[config.mk]
export PLATFORM = sky130hd
export DESIGN_NAME = peak_envelope_limiter
export DESIGN_NICKNAME = d
export VERILOG_FILES = /design/src/pel_pkg.sv /design/src/peak_envelope_limiter.sv /design/src/pel_ctrl.sv /design/src/pel_dpath.sv
export VERILOG_INCLUDE_DIRS = /design/src /design/src/src
export SDC_FILE = /design/constraint.sdc
export NUM_CORES = 2
export LEC_CHECK = 0
export BUFFER_PORTS_ARGS = -buffer_cell sky130_fd_sc_hd__buf_4
export CORE_UTILIZATION = 50
export CTS_CLUSTER_SIZE = 8
export DETAILED_ROUTE_END_ITERATION = 6
export GPL_TIMING_DRIVEN = 0
export PLACE_DENSITY_LB_ADDON = 0.2
export SLEW_MARGIN = 20
export SYNTH_ARGS = -nofsm -noshare
export SYNTH_HDL_FRONTEND = slang
export SYNTH_SLANG_ARGS = --single-unit
[constraint.sdc]
create_clock -name clk -period 10.3 [get_ports clk]
set_input_delay 0.515 -clock clk [delete_from_list [all_inputs] [get_ports clk]]
set_output_delay 0.515 -clock clk [all_outputs]
set_load 0.02 [all_outputs]
[src/peak_envelope_limiter_defines.svh]
// ------------------------------------------------------------------------
// Peak envelope limiter assertion macros
// Concurrent checks on clk with asynchronous reset arst_n; empty for synthesis.
// ------------------------------------------------------------------------
`ifndef PEAK_ENVELOPE_LIMITER_DEFINES_SVH
`define PEAK_ENVELOPE_LIMITER_DEFINES_SVH

`ifndef SYNTH
// check a property on every clock edge outside reset
`define PEL_ASSERT(lbl, prop, msg) \
	lbl: assert property (@(posedge clk) disable iff (!arst_n) (prop)) else $error(msg);
// check that a condition is followed by another in the next cycle
`define PEL_ASSERT_NEXT(lbl, pre, post, msg) \
	lbl: assert property (@(posedge clk) disable iff (!arst_n) (pre) |=> (post)) \
		else $error(msg);
`else
`define PEL_ASSERT(lbl, prop, msg)
`define PEL_ASSERT_NEXT(lbl, pre, post, msg)
`endif

`endif

[src/pel_pkg.sv]
// ------------------------------------------------------------------------
// Peak envelope limiter package
// Field widths, register indexes, reset values and controller interface types.
// ------------------------------------------------------------------------
package pel_pkg;

	localparam int SAMPLE_W   = 24;
	localparam int COEFF_W    = 17;
	localparam int CEIL_W     = 24;
	localparam int COUNT_W    = 6;
	localparam int POS_W      = 5;
	localparam int QUO_W      = 16;
	localparam int CNT_W      = 4;
	localparam int CFG_IDX_W  = 8;
	localparam int CFG_DATA_W = 24;

	// unity in Q1.16
	localparam logic [COEFF_W-1:0] ONE_Q16 = 17'h10000;

	// register indexes
	localparam logic [CFG_IDX_W-1:0] REG_ATTACK  = 8'd0;
	localparam logic [CFG_IDX_W-1:0] REG_RELEASE = 8'd1;
	localparam logic [CFG_IDX_W-1:0] REG_CEILING = 8'd2;
	localparam logic [CFG_IDX_W-1:0] REG_COUNT   = 8'd3;

	// register reset values and channel count limit
	localparam logic [CEIL_W-1:0]  CEILING_RST = 24'h800000;
	localparam logic [COUNT_W-1:0] COUNT_RST   = 6'd2;
	localparam logic [COUNT_W-1:0] COUNT_MAX   = 6'd32;

	// controller to datapath commands
	typedef struct packed {
		logic accept;
		logic load;
		logic mul;
		logic upd;
		logic div_step;
		logic gmul;
		logic fin;
	} pel_cmd_t;

	// datapath to controller status
	typedef struct packed {
		logic need_div;
		logic div_last;
		logic out_free;
	} pel_sts_t;

endpackage

[src/peak_envelope_limiter.sv]
// ------------------------------------------------------------------------
// Peak envelope limiter
// Per-channel peak envelope follower with ceiling/envelope gain reduction.
// ------------------------------------------------------------------------
// Usage:
//   Samples enter on the s_ stream (tdata = sample, tlast = end of buffer,
//   tuser = clear envelopes first). Results leave on the m_ stream
//   (tdata = limited sample, tuser = channel, tlast = copy of input tlast).
//   Registers are written on the cfg channel, which is always ready; write
//   only while the block is idle.
//   One item is in flight at a time. The result takes a longer path when
//   gain reduction is needed: the 16-step restoring divider for
//   ceiling/envelope then runs between the envelope update and the gain.
//   A new item is accepted in the cycle after the result is loaded into
//   the output register, so a result waiting for m_tready does not block
//   input until the next result is ready to be loaded.
//   Reset clears all envelopes, the channel position and the registers to
//   their defaults. If the receiver stalls, the result is held in the output
//   register and the next finished item waits in the controller.
// ------------------------------------------------------------------------
`include "peak_envelope_limiter_defines.svh"

module peak_envelope_limiter #(
	parameter int MAX_CHANNELS = 8
) (
	input  logic                               clk,
	input  logic                               arst_n,
	// input stream
	input  logic                               s_tvalid,
	output logic                               s_tready,
	input  logic [23:0]                        s_tdata,   // [23:0] sample_in
	input  logic                               s_tlast,   // last_in_buffer
	input  logic [0:0]                         s_tuser,   // [0] clear_state
	// output stream
	output logic                               m_tvalid,
	input  logic                               m_tready,
	output logic [23:0]                        m_tdata,   // [23:0] sample_out
	output logic                               m_tlast,   // last_out
	output logic [4:0]                         m_tuser,   // [4:0] channel
	// configuration write channel
	input  logic                               cfg_valid,
	output logic                               cfg_ready,
	input  logic [pel_pkg::CFG_IDX_W-1:0]      cfg_index,
	input  logic [pel_pkg::CFG_DATA_W-1:0]     cfg_data
);

	pel_pkg::pel_cmd_t cmd;
	pel_pkg::pel_sts_t sts;
	logic signed [pel_pkg::SAMPLE_W-1:0] sample_res;

	assign cfg_ready = 1'b1;
	assign m_tdata   = sample_res;

	// sequence control
	pel_ctrl u_ctrl (
		.clk      (clk),
		.arst_n   (arst_n),
		.in_valid (s_tvalid),
		.in_ready (s_tready),
		.sts      (sts),
		.cmd      (cmd)
	);

	// arithmetic and state
	pel_dpath #(
		.MAX_CHANNELS (MAX_CHANNELS)
	) u_dpath (
		.clk        (clk),
		.arst_n     (arst_n),
		.cfg_we     (cfg_valid && cfg_ready),
		.cfg_index  (cfg_index),
		.cfg_data   (cfg_data),
		.sample_in  ($signed(s_tdata)),
		.last_in    (s_tlast),
		.clear_in   (s_tuser[0]),
		.cmd        (cmd),
		.sts        (sts),
		.out_ready  (m_tready),
		.out_valid  (m_tvalid),
		.sample_out (sample_res),
		.channel    (m_tuser),
		.last_out   (m_tlast)
	);

	// checks
	`PEL_ASSERT(a_cmd_onehot, $onehot0(cmd), "more than one datapath command at once")
	`PEL_ASSERT(a_fin_free, !cmd.fin || sts.out_free, "result loaded over an untaken one")
	`PEL_ASSERT_NEXT(a_busy_after_accept, s_tvalid && s_tready, !s_tready,
		"second item accepted while one is in flight")

endmodule

[src/pel_ctrl.sv]
// ------------------------------------------------------------------------
// Peak envelope limiter controller
// Sequences one item: load, multiply, update, optional divide, gain, output.
// ------------------------------------------------------------------------
module pel_ctrl (
	input  logic               clk,
	input  logic               arst_n,
	input  logic               in_valid,
	output logic               in_ready,
	input  pel_pkg::pel_sts_t  sts,
	output pel_pkg::pel_cmd_t  cmd
);

	typedef enum logic [6:0] {
		S_IDLE = 7'b0000001,
		S_LOAD = 7'b0000010,
		S_MUL  = 7'b0000100,
		S_UPD  = 7'b0001000,
		S_DIV  = 7'b0010000,
		S_GMUL = 7'b0100000,
		S_FIN  = 7'b1000000
	} state_t;

	state_t state_q;
	state_t state_d;

	// next state and commands
	always_comb begin
		state_d  = state_q;
		cmd      = '0;
		in_ready = 1'b0;
		case (state_q)
			S_IDLE: begin
				in_ready = 1'b1;
				if (in_valid) begin
					cmd.accept = 1'b1;
					state_d    = S_LOAD;
				end
			end
			S_LOAD: begin
				cmd.load = 1'b1;
				state_d  = S_MUL;
			end
			S_MUL: begin
				cmd.mul = 1'b1;
				state_d = S_UPD;
			end
			S_UPD: begin
				cmd.upd = 1'b1;
				state_d = sts.need_div ? S_DIV : S_GMUL;
			end
			S_DIV: begin
				cmd.div_step = 1'b1;
				if (sts.div_last) begin
					state_d = S_GMUL;
				end
			end
			S_GMUL: begin
				cmd.gmul = 1'b1;
				state_d  = S_FIN;
			end
			S_FIN: begin
				if (sts.out_free) begin
					cmd.fin = 1'b1;
					state_d = S_IDLE;
				end
			end
			default: begin
				state_d = S_IDLE;
			end
		endcase
	end

	// state register
	always_ff @(posedge clk or negedge arst_n) begin
		if (!arst_n) begin
			state_q <= S_IDLE;
		end else begin
			state_q <= state_d;
		end
	end

endmodule

[src/pel_dpath.sv]
// ------------------------------------------------------------------------
// Peak envelope limiter datapath
// Registers, envelope store, envelope update, gain divider and output stage.
// ------------------------------------------------------------------------
module pel_dpath #(
	parameter int MAX_CHANNELS = 8
) (
	input  logic                                 clk,
	input  logic                                 arst_n,
	input  logic                                 cfg_we,
	input  logic [pel_pkg::CFG_IDX_W-1:0]        cfg_index,
	input  logic [pel_pkg::CFG_DATA_W-1:0]       cfg_data,
	input  logic signed [pel_pkg::SAMPLE_W-1:0]  sample_in,
	input  logic                                 last_in,
	input  logic                                 clear_in,
	input  pel_pkg::pel_cmd_t                    cmd,
	output pel_pkg::pel_sts_t                    sts,
	input  logic                                 out_ready,
	output logic                                 out_valid,
	output logic signed [pel_pkg::SAMPLE_W-1:0]  sample_out,
	output logic [pel_pkg::POS_W-1:0]            channel,
	output logic                                 last_out
);

	localparam int IDX_W = (MAX_CHANNELS > 1) ? $clog2(MAX_CHANNELS) : 1;
	localparam int SW    = pel_pkg::SAMPLE_W;
	localparam int CW    = pel_pkg::COEFF_W;

	// configuration registers
	logic [CW-1:0]                   attack_q;
	logic [CW-1:0]                   release_q;
	logic [pel_pkg::CEIL_W-1:0]      ceiling_q;
	logic [pel_pkg::COUNT_W-1:0]     count_q;

	always_ff @(posedge clk or negedge arst_n) begin
		if (!arst_n) begin
			attack_q  <= pel_pkg::ONE_Q16;
			release_q <= pel_pkg::ONE_Q16;
			ceiling_q <= pel_pkg::CEILING_RST;
			count_q   <= pel_pkg::COUNT_RST;
		end else if (cfg_we) begin
			case (cfg_index)
				pel_pkg::REG_ATTACK:  attack_q  <= cfg_data[CW-1:0];
				pel_pkg::REG_RELEASE: release_q <= cfg_data[CW-1:0];
				pel_pkg::REG_CEILING: ceiling_q <= cfg_data[pel_pkg::CEIL_W-1:0];
				pel_pkg::REG_COUNT:   count_q   <= cfg_data[pel_pkg::COUNT_W-1:0];
				default: begin
				end
			endcase
		end
	end

	// channel position and its advance
	logic [pel_pkg::POS_W-1:0]   pos_q;
	logic [pel_pkg::COUNT_W-1:0] eff_count;
	logic [pel_pkg::COUNT_W-1:0] pos_inc;

	always_comb begin
		if (count_q == '0) begin
			eff_count = pel_pkg::COUNT_W'(1);
		end else if (count_q > pel_pkg::COUNT_MAX) begin
			eff_count = pel_pkg::COUNT_MAX;
		end else begin
			eff_count = count_q;
		end
		pos_inc = {1'b0, pos_q} + pel_pkg::COUNT_W'(1);
	end

	always_ff @(posedge clk or negedge arst_n) begin
		if (!arst_n) begin
			pos_q <= '0;
		end else if (cmd.accept) begin
			if (last_in || (pos_inc >= eff_count)) begin
				pos_q <= '0;
			end else begin
				pos_q <= pos_inc[pel_pkg::POS_W-1:0];
			end
		end
	end

	// capture the item
	logic signed [SW-1:0]        s_q;
	logic                        last_q;
	logic [pel_pkg::POS_W-1:0]   chan_q;
	logic                        in_range_q;

	always_ff @(posedge clk) begin
		if (cmd.accept) begin
			s_q        <= sample_in;
			last_q     <= last_in;
			chan_q     <= pos_q;
			in_range_q <= ({1'b0, pos_q} < pel_pkg::COUNT_W'(MAX_CHANNELS));
		end
	end

	// envelope store, cleared by reset or by the clear flag
	logic [SW-1:0] env_q [MAX_CHANNELS];
	logic [SW-1:0] env_new;
	logic [IDX_W-1:0] idx;

	assign idx = chan_q[IDX_W-1:0];

	always_ff @(posedge clk or negedge arst_n) begin
		if (!arst_n) begin
			for (int i = 0; i < MAX_CHANNELS; i++) begin
				env_q[i] <= '0;
			end
		end else if (cmd.accept && clear_in) begin
			for (int i = 0; i < MAX_CHANNELS; i++) begin
				env_q[i] <= '0;
			end
		end else if (cmd.upd && in_range_q) begin
			env_q[idx] <= env_new;
		end
	end

	// load: level, old envelope, coefficient choice
	logic [SW-1:0]          level_w;
	logic [SW-1:0]          env_rd;
	logic [CW-1:0]          att_c;
	logic [CW-1:0]          rel_c;
	logic [SW-1:0]          env_old_q;
	logic signed [SW:0]     diff_q;
	logic [CW-1:0]          coeff_q;

	always_comb begin
		level_w = s_q[SW-1] ? (~s_q + SW'(1)) : s_q;
		env_rd  = in_range_q ? env_q[idx] : '0;
		att_c   = (attack_q > pel_pkg::ONE_Q16) ? pel_pkg::ONE_Q16 : attack_q;
		rel_c   = (release_q > pel_pkg::ONE_Q16) ? pel_pkg::ONE_Q16 : release_q;
	end

	always_ff @(posedge clk) begin
		if (cmd.load) begin
			env_old_q <= env_rd;
			diff_q    <= $signed({1'b0, level_w}) - $signed({1'b0, env_rd});
			coeff_q   <= (level_w > env_rd) ? att_c : rel_c;
		end
	end

	// multiply the difference by the coefficient
	logic signed [SW+CW+1:0] prod_q;

	always_ff @(posedge clk) begin
		if (cmd.mul) begin
			prod_q <= diff_q * $signed({1'b0, coeff_q});
		end
	end

	// update: floor shift, add, clamp
	logic signed [SW+2:0] step_w;
	logic signed [SW+2:0] env_sum;

	always_comb begin
		step_w  = prod_q[SW+CW+1:16];
		env_sum = $signed({3'b000, env_old_q}) + step_w;
		if (env_sum < 0) begin
			env_new = '0;
		end else if (env_sum > $signed({3'b000, {SW{1'b1}}})) begin
			env_new = {SW{1'b1}};
		end else begin
			env_new = env_sum[SW-1:0];
		end
	end

	assign sts.need_div = in_range_q && (env_new > ceiling_q);

	// restoring divider: gain = ceiling * 65536 / envelope, one bit a cycle
	logic [SW-1:0]               rem_q;
	logic [SW-1:0]               dvs_q;
	logic [pel_pkg::QUO_W-1:0]   quo_q;
	logic [pel_pkg::CNT_W-1:0]   div_cnt_q;
	logic                        use_div_q;
	logic [SW:0]                 rem_dbl;
	logic [SW:0]                 rem_sub;
	logic                        rem_ge;

	always_comb begin
		rem_dbl = {rem_q, 1'b0};
		rem_sub = rem_dbl - {1'b0, dvs_q};
		rem_ge  = (rem_dbl >= {1'b0, dvs_q});
	end

	assign sts.div_last = (div_cnt_q == pel_pkg::CNT_W'(pel_pkg::QUO_W - 1));

	always_ff @(posedge clk) begin
		if (cmd.upd) begin
			rem_q     <= ceiling_q;
			dvs_q     <= env_new;
			quo_q     <= '0;
			div_cnt_q <= '0;
			use_div_q <= sts.need_div;
		end else if (cmd.div_step) begin
			rem_q     <= rem_ge ? rem_sub[SW-1:0] : rem_dbl[SW-1:0];
			quo_q     <= {quo_q[pel_pkg::QUO_W-2:0], rem_ge};
			div_cnt_q <= div_cnt_q + pel_pkg::CNT_W'(1);
		end
	end

	// apply the gain
	logic [CW-1:0]           gain_w;
	logic signed [SW+CW:0]   mul_q;

	assign gain_w = use_div_q ? {1'b0, quo_q} : pel_pkg::ONE_Q16;

	always_ff @(posedge clk) begin
		if (cmd.gmul) begin
			mul_q <= s_q * $signed({1'b0, gain_w});
		end
	end

	// round half up and saturate
	logic signed [SW+CW:0]   rnd_w;
	logic signed [SW+CW-16:0] shr_w;
	logic signed [SW-1:0]    sat_w;

	always_comb begin
		rnd_w = mul_q + (SW + CW + 1)'(32768);
		shr_w = rnd_w[SW+CW:16];
		if (shr_w > $signed({{(CW-16+1){1'b0}}, 1'b0, {(SW-1){1'b1}}})) begin
			sat_w = {1'b0, {(SW-1){1'b1}}};
		end else if (shr_w < $signed({{(CW-16+1){1'b1}}, 1'b1, {(SW-1){1'b0}}})) begin
			sat_w = {1'b1, {(SW-1){1'b0}}};
		end else begin
			sat_w = shr_w[SW-1:0];
		end
	end

	// output register: hold until taken
	logic out_valid_q;

	assign sts.out_free = !out_valid_q || out_ready;
	assign out_valid    = out_valid_q;

	always_ff @(posedge clk or negedge arst_n) begin
		if (!arst_n) begin
			out_valid_q <= 1'b0;
		end else if (cmd.fin) begin
			out_valid_q <= 1'b1;
		end else if (out_ready) begin
			out_valid_q <= 1'b0;
		end
	end

	always_ff @(posedge clk) begin
		if (cmd.fin) begin
			sample_out <= sat_w;
			channel    <= chan_q;
			last_out   <= last_q;
		end
	end

endmodule
==> summary.md <==
| Metric | Value |
|---|---|
| Outcome | `complete, no violations` |
| Actual slew at the worst max-slew pin | `around 1100 ps` |
| I/O pin total | `96` |
| Placed cell area | `56600 µm²` |
| CTS resizes | `0` |
| Post-synth top area share | `30.4%` |
| Slew margin rel. | `23.9%` |
| Die width | `330 µm` |
| Port bufs | `94` |
| Tot GR Track Use | `29.3%` |
| Postcts setup bufs | `0` |
| Pre-CTS setup slack | `1260 ps` |
| CP Class | `flop to flop` |
| Area contributors post-synth | `fa_1 (30%), edfxtp_1 (13%), dfrtp_1 (12%)` |
| CTS tree | `done` |
| ANT cells | `0` |
| EDFF count, synth | `230` |
| CTS Buffer Depth | `3` |
| GRT overflow | `0` |
| Starting Density | `around half` |
| Routed len/inst | `21.6 µm` |
| # DRC | `0` |
| Vias per cell | `between 5 and 6` |
| CP startpoint kind | `flop` |
| Cts hold-fix bufs | `1` |
| Clock Pin Slew Worst Setup and Hold Paths | `50 ps` |
| Post-synth cell types | `90` |
| Number of global-route vias before repair | `41700` |
| Final instance area | `58800 µm²` |
| Area Growth Syn to Fin | `9.27%` |
| Core Area | `106000 µm²` |
| Share of flip-flops with an asynchronous set or reset | `51.8%` |
| FF-to-FF path depth | `25` |
| Fin nets | `between 6000 and 7000` |
| Antenna-violating nets left | `0` |
| Met3 Resource Use GR | `under 10%` |
| Mean Syn Cell Area | `9.83 µm²` |
| WL final | `around 150000 µm` |
| Fillers | `9453` |
| Hpwl dp | `121000 µm` |
| Fin. Hold Viols | `0` |
| Cell area after synthesis | `53800 µm²` |
| Crit Path Max Fanout | `10` |
| Global-route wire length before repair | `244000 µm` |
| Ys Warns | `0` |
| Routing usage on met2 | `44.5%` |
| Seq. cell area | `14000 µm²` |
| Clock sink total | `~520` |
| Initial antenna violation count | `5` |
| Synth Net Count | `6658` |
| 1st-pass router iterations | `6` |
| Max Cap Violations | `0` |
| Clk_lat worst skew | `640 ps` |
| Crit share post-route | `88.1%` |
| # setup viols final | `0` |
| Htree depth | `3` |
| GP Congestion | `0.968` |
| Multi-input combinational cell area | `between 30000 and 40000 µm²` |
| DIE AREA | `109000 µm²` |
| Crit end category | `flop` |
| Leading register cell type out of synthesis | `dfrtp_1` |
| Synth Instances | `5473` |
| Yosys reg bits | `about 520` |
| Routed via count | `40300` |
| Sequential area share after synthesis | `26.1%` |
| Most Crowded Layer GR | `met2` |
| Minimum clock period | `9080 ps` |
| Root Driver | `clkbuf_16` |
| Die Span Y | `330 µm` |
| Crit path DAT | `9430 ps` |
| # rows | `119` |
| CTS buffer count | `75` |
| Setup WS post-layout | `approximately 1200 ps` |
| Worst EP required | `10650 ps` |
| Share of layout cells above drive strength 1 | `5.88%` |
| Leading area contributor after synthesis | `fa_1` |
| Met1 usage | `41.7%` |
| Clock skew | `33.6 ps` |
| RSZ-0062 raised after global routing | `no` |
| Top-count cell post-synth | `inv_1` |
| Max-slew violations | `0` |
| Worst hold path class | `input port to flop` |
| Max frequency | `approximately 110 MHz` |
| Largest net degree at the start of global routing | `99` |
| List of most frequent post-synthesis cells | `inv_1 (995), fa_1 (816), nand2_1 (763)` |
| DR iter-0 viols | `3413` |
| Worst Hold Path Cells | `1` |
==> cell usage in the layout, fill, tap and decap left out, drive strengths merged, types with 8 or more instances in the layout <==
| master | n |
|---|---|
| a211oi | 8 |
| a21boi | 8 |
| a21o | 60 |
| a21oi | 134 |
| a22o | 54 |
| a22oi | 95 |
| a31oi | 15 |
| and2 | 180 |
| and3 | 189 |
| and4 | 28 |
| buf | 134 |
| clkbuf | 359 |
| dfrtp | 264 |
| dfxtp | 20 |
| edfxtp | 230 |
| fa | 816 |
| ha | 306 |
| inv | 995 |
| mux2 | 67 |
| mux2i | 19 |
| nand2 | 763 |
| nand2b | 60 |
| nand3 | 70 |
| nand4 | 27 |
| nor2 | 156 |
| nor2b | 41 |
| nor3 | 34 |
| nor3b | 8 |
| nor4 | 15 |
| o21a | 27 |
| o21ai | 252 |
| o21bai | 12 |
| o31ai | 14 |
| or4 | 8 |
| xnor2 | 110 |
| xor2 | 51 |
==> routing by layer <==
metal | share of wire [%] | vias up
li1 | - | 17800
met1 | 43 | 20400
met2 | 44 | 1745
met3 | 9.0 | 325
met4 | 3.7 | 4
met5 | 0.014 | -
==> state kept, by name, summed over array words and instances, names as in the netlist, 4 cells and up <==
name                cells
u_dpath.attack_q       17
u_dpath.diff_q         25
u_ctrl.state_q          7
u_dpath.count_q         6
u_dpath.channel         5
u_dpath.env_q         192
u_dpath.prod_q         27
u_dpath.env_old_q      24
u_dpath.rem_q          24
u_dpath.s_q            24
u_dpath.mul_q          27
u_dpath.release_q      17
u_dpath.quo_q          16
u_dpath.dvs_q          24
u_dpath.div_cnt_q       4
u_dpath.coeff_q        17
u_dpath.ceiling_q      24
u_dpath.chan_q          5
u_dpath.sample_out     24
u_dpath.pos_q           5
==> per-stage QoR <==
step | hold WS [ps] | utilization [%] | setup TNS (ps) | cells
finish | 73.9 | 55.5 | 0 | 7105
global route | 63.0 | 55.5 | 0 | 7105
CTS | 53.5 | 55.5 | 0 | 7105
detailed placement | 414 | 53.4 | 0 | 6978
global placement | 402 | 53.1 | -57050 | 6958
floorplan | 219 | - | 0 | 5473
==> area by class of cell <==
cell class              instances  area share, %
plain buffers                 257           1.68
clock buffers                 122           3.64
clock inverters                 4          0.115
inverters                     995           6.35
multi-input cells            3702           59.7
flip-flops and latches        519           23.9
well taps                    1391           2.96
repair buffers                115           1.65
==> critical path: stages, from the launching register on <==
cell      delay [ps]
edfxtp_1         350
clkbuf_1         360
clkbuf_1         390
and2_0           530
clkbuf_1         570
nand2_1          160
fa_1             530
inv_1             60
fa_1             530
inv_1             50
fa_1             480
fa_1             540
inv_1             50
fa_1             500
fa_1             430
ha_1             330
nand4_1          130
a211oi_1         880
o211ai_2         270
a211oi_1         550
a311o_1          350
nand2_1           70
o21ai_1          250
a221o_1          270
a21oi_2           80
xnor2_1          110
==> path summary, 6_finish.rpt <==
| path | start | end | slack [ps] |
|---|---|---|---|
| max in group asynchronous | arst_n | u_ctrl.state_q[0] | 8870 |
| setup / recovery | u_dpath.use_div_q | u_dpath.mul_q[41] | 1220 |
| min in group asynchronous | arst_n | u_dpath.ceiling_q[15] | 440 |
| hold / removal | s_tdata[17] | u_dpath.s_q[17] | 70 |
| hold reg to reg | u_dpath.chan_q[3] | u_dpath.channel[3] | 420 |
| setup reg to reg | u_dpath.use_div_q | u_dpath.mul_q[41] | 1220 |
==> kinds of logic (layout without fill, tap and decap cells) <==
logic type                 count (synthesis)  count (layout)  synth area share [%]
xor gates and xnor gates                 161             161                  2.63
other                                      1               1               0.00697
AOI/OAI and AO/OA                        730             730                  8.78
DFF                                      519             519                  26.1
buffers and inverters                   1252            1493                  8.78
adders and majority gates               1122            1122                  37.5
muxes                                     86              86                  1.76
and+or+nand+nor                         1602            1602                  14.5
Power is left out: the tool's default activity adds up to more than one toggle a clock period on the data nets, which glitch-free logic cannot reach.
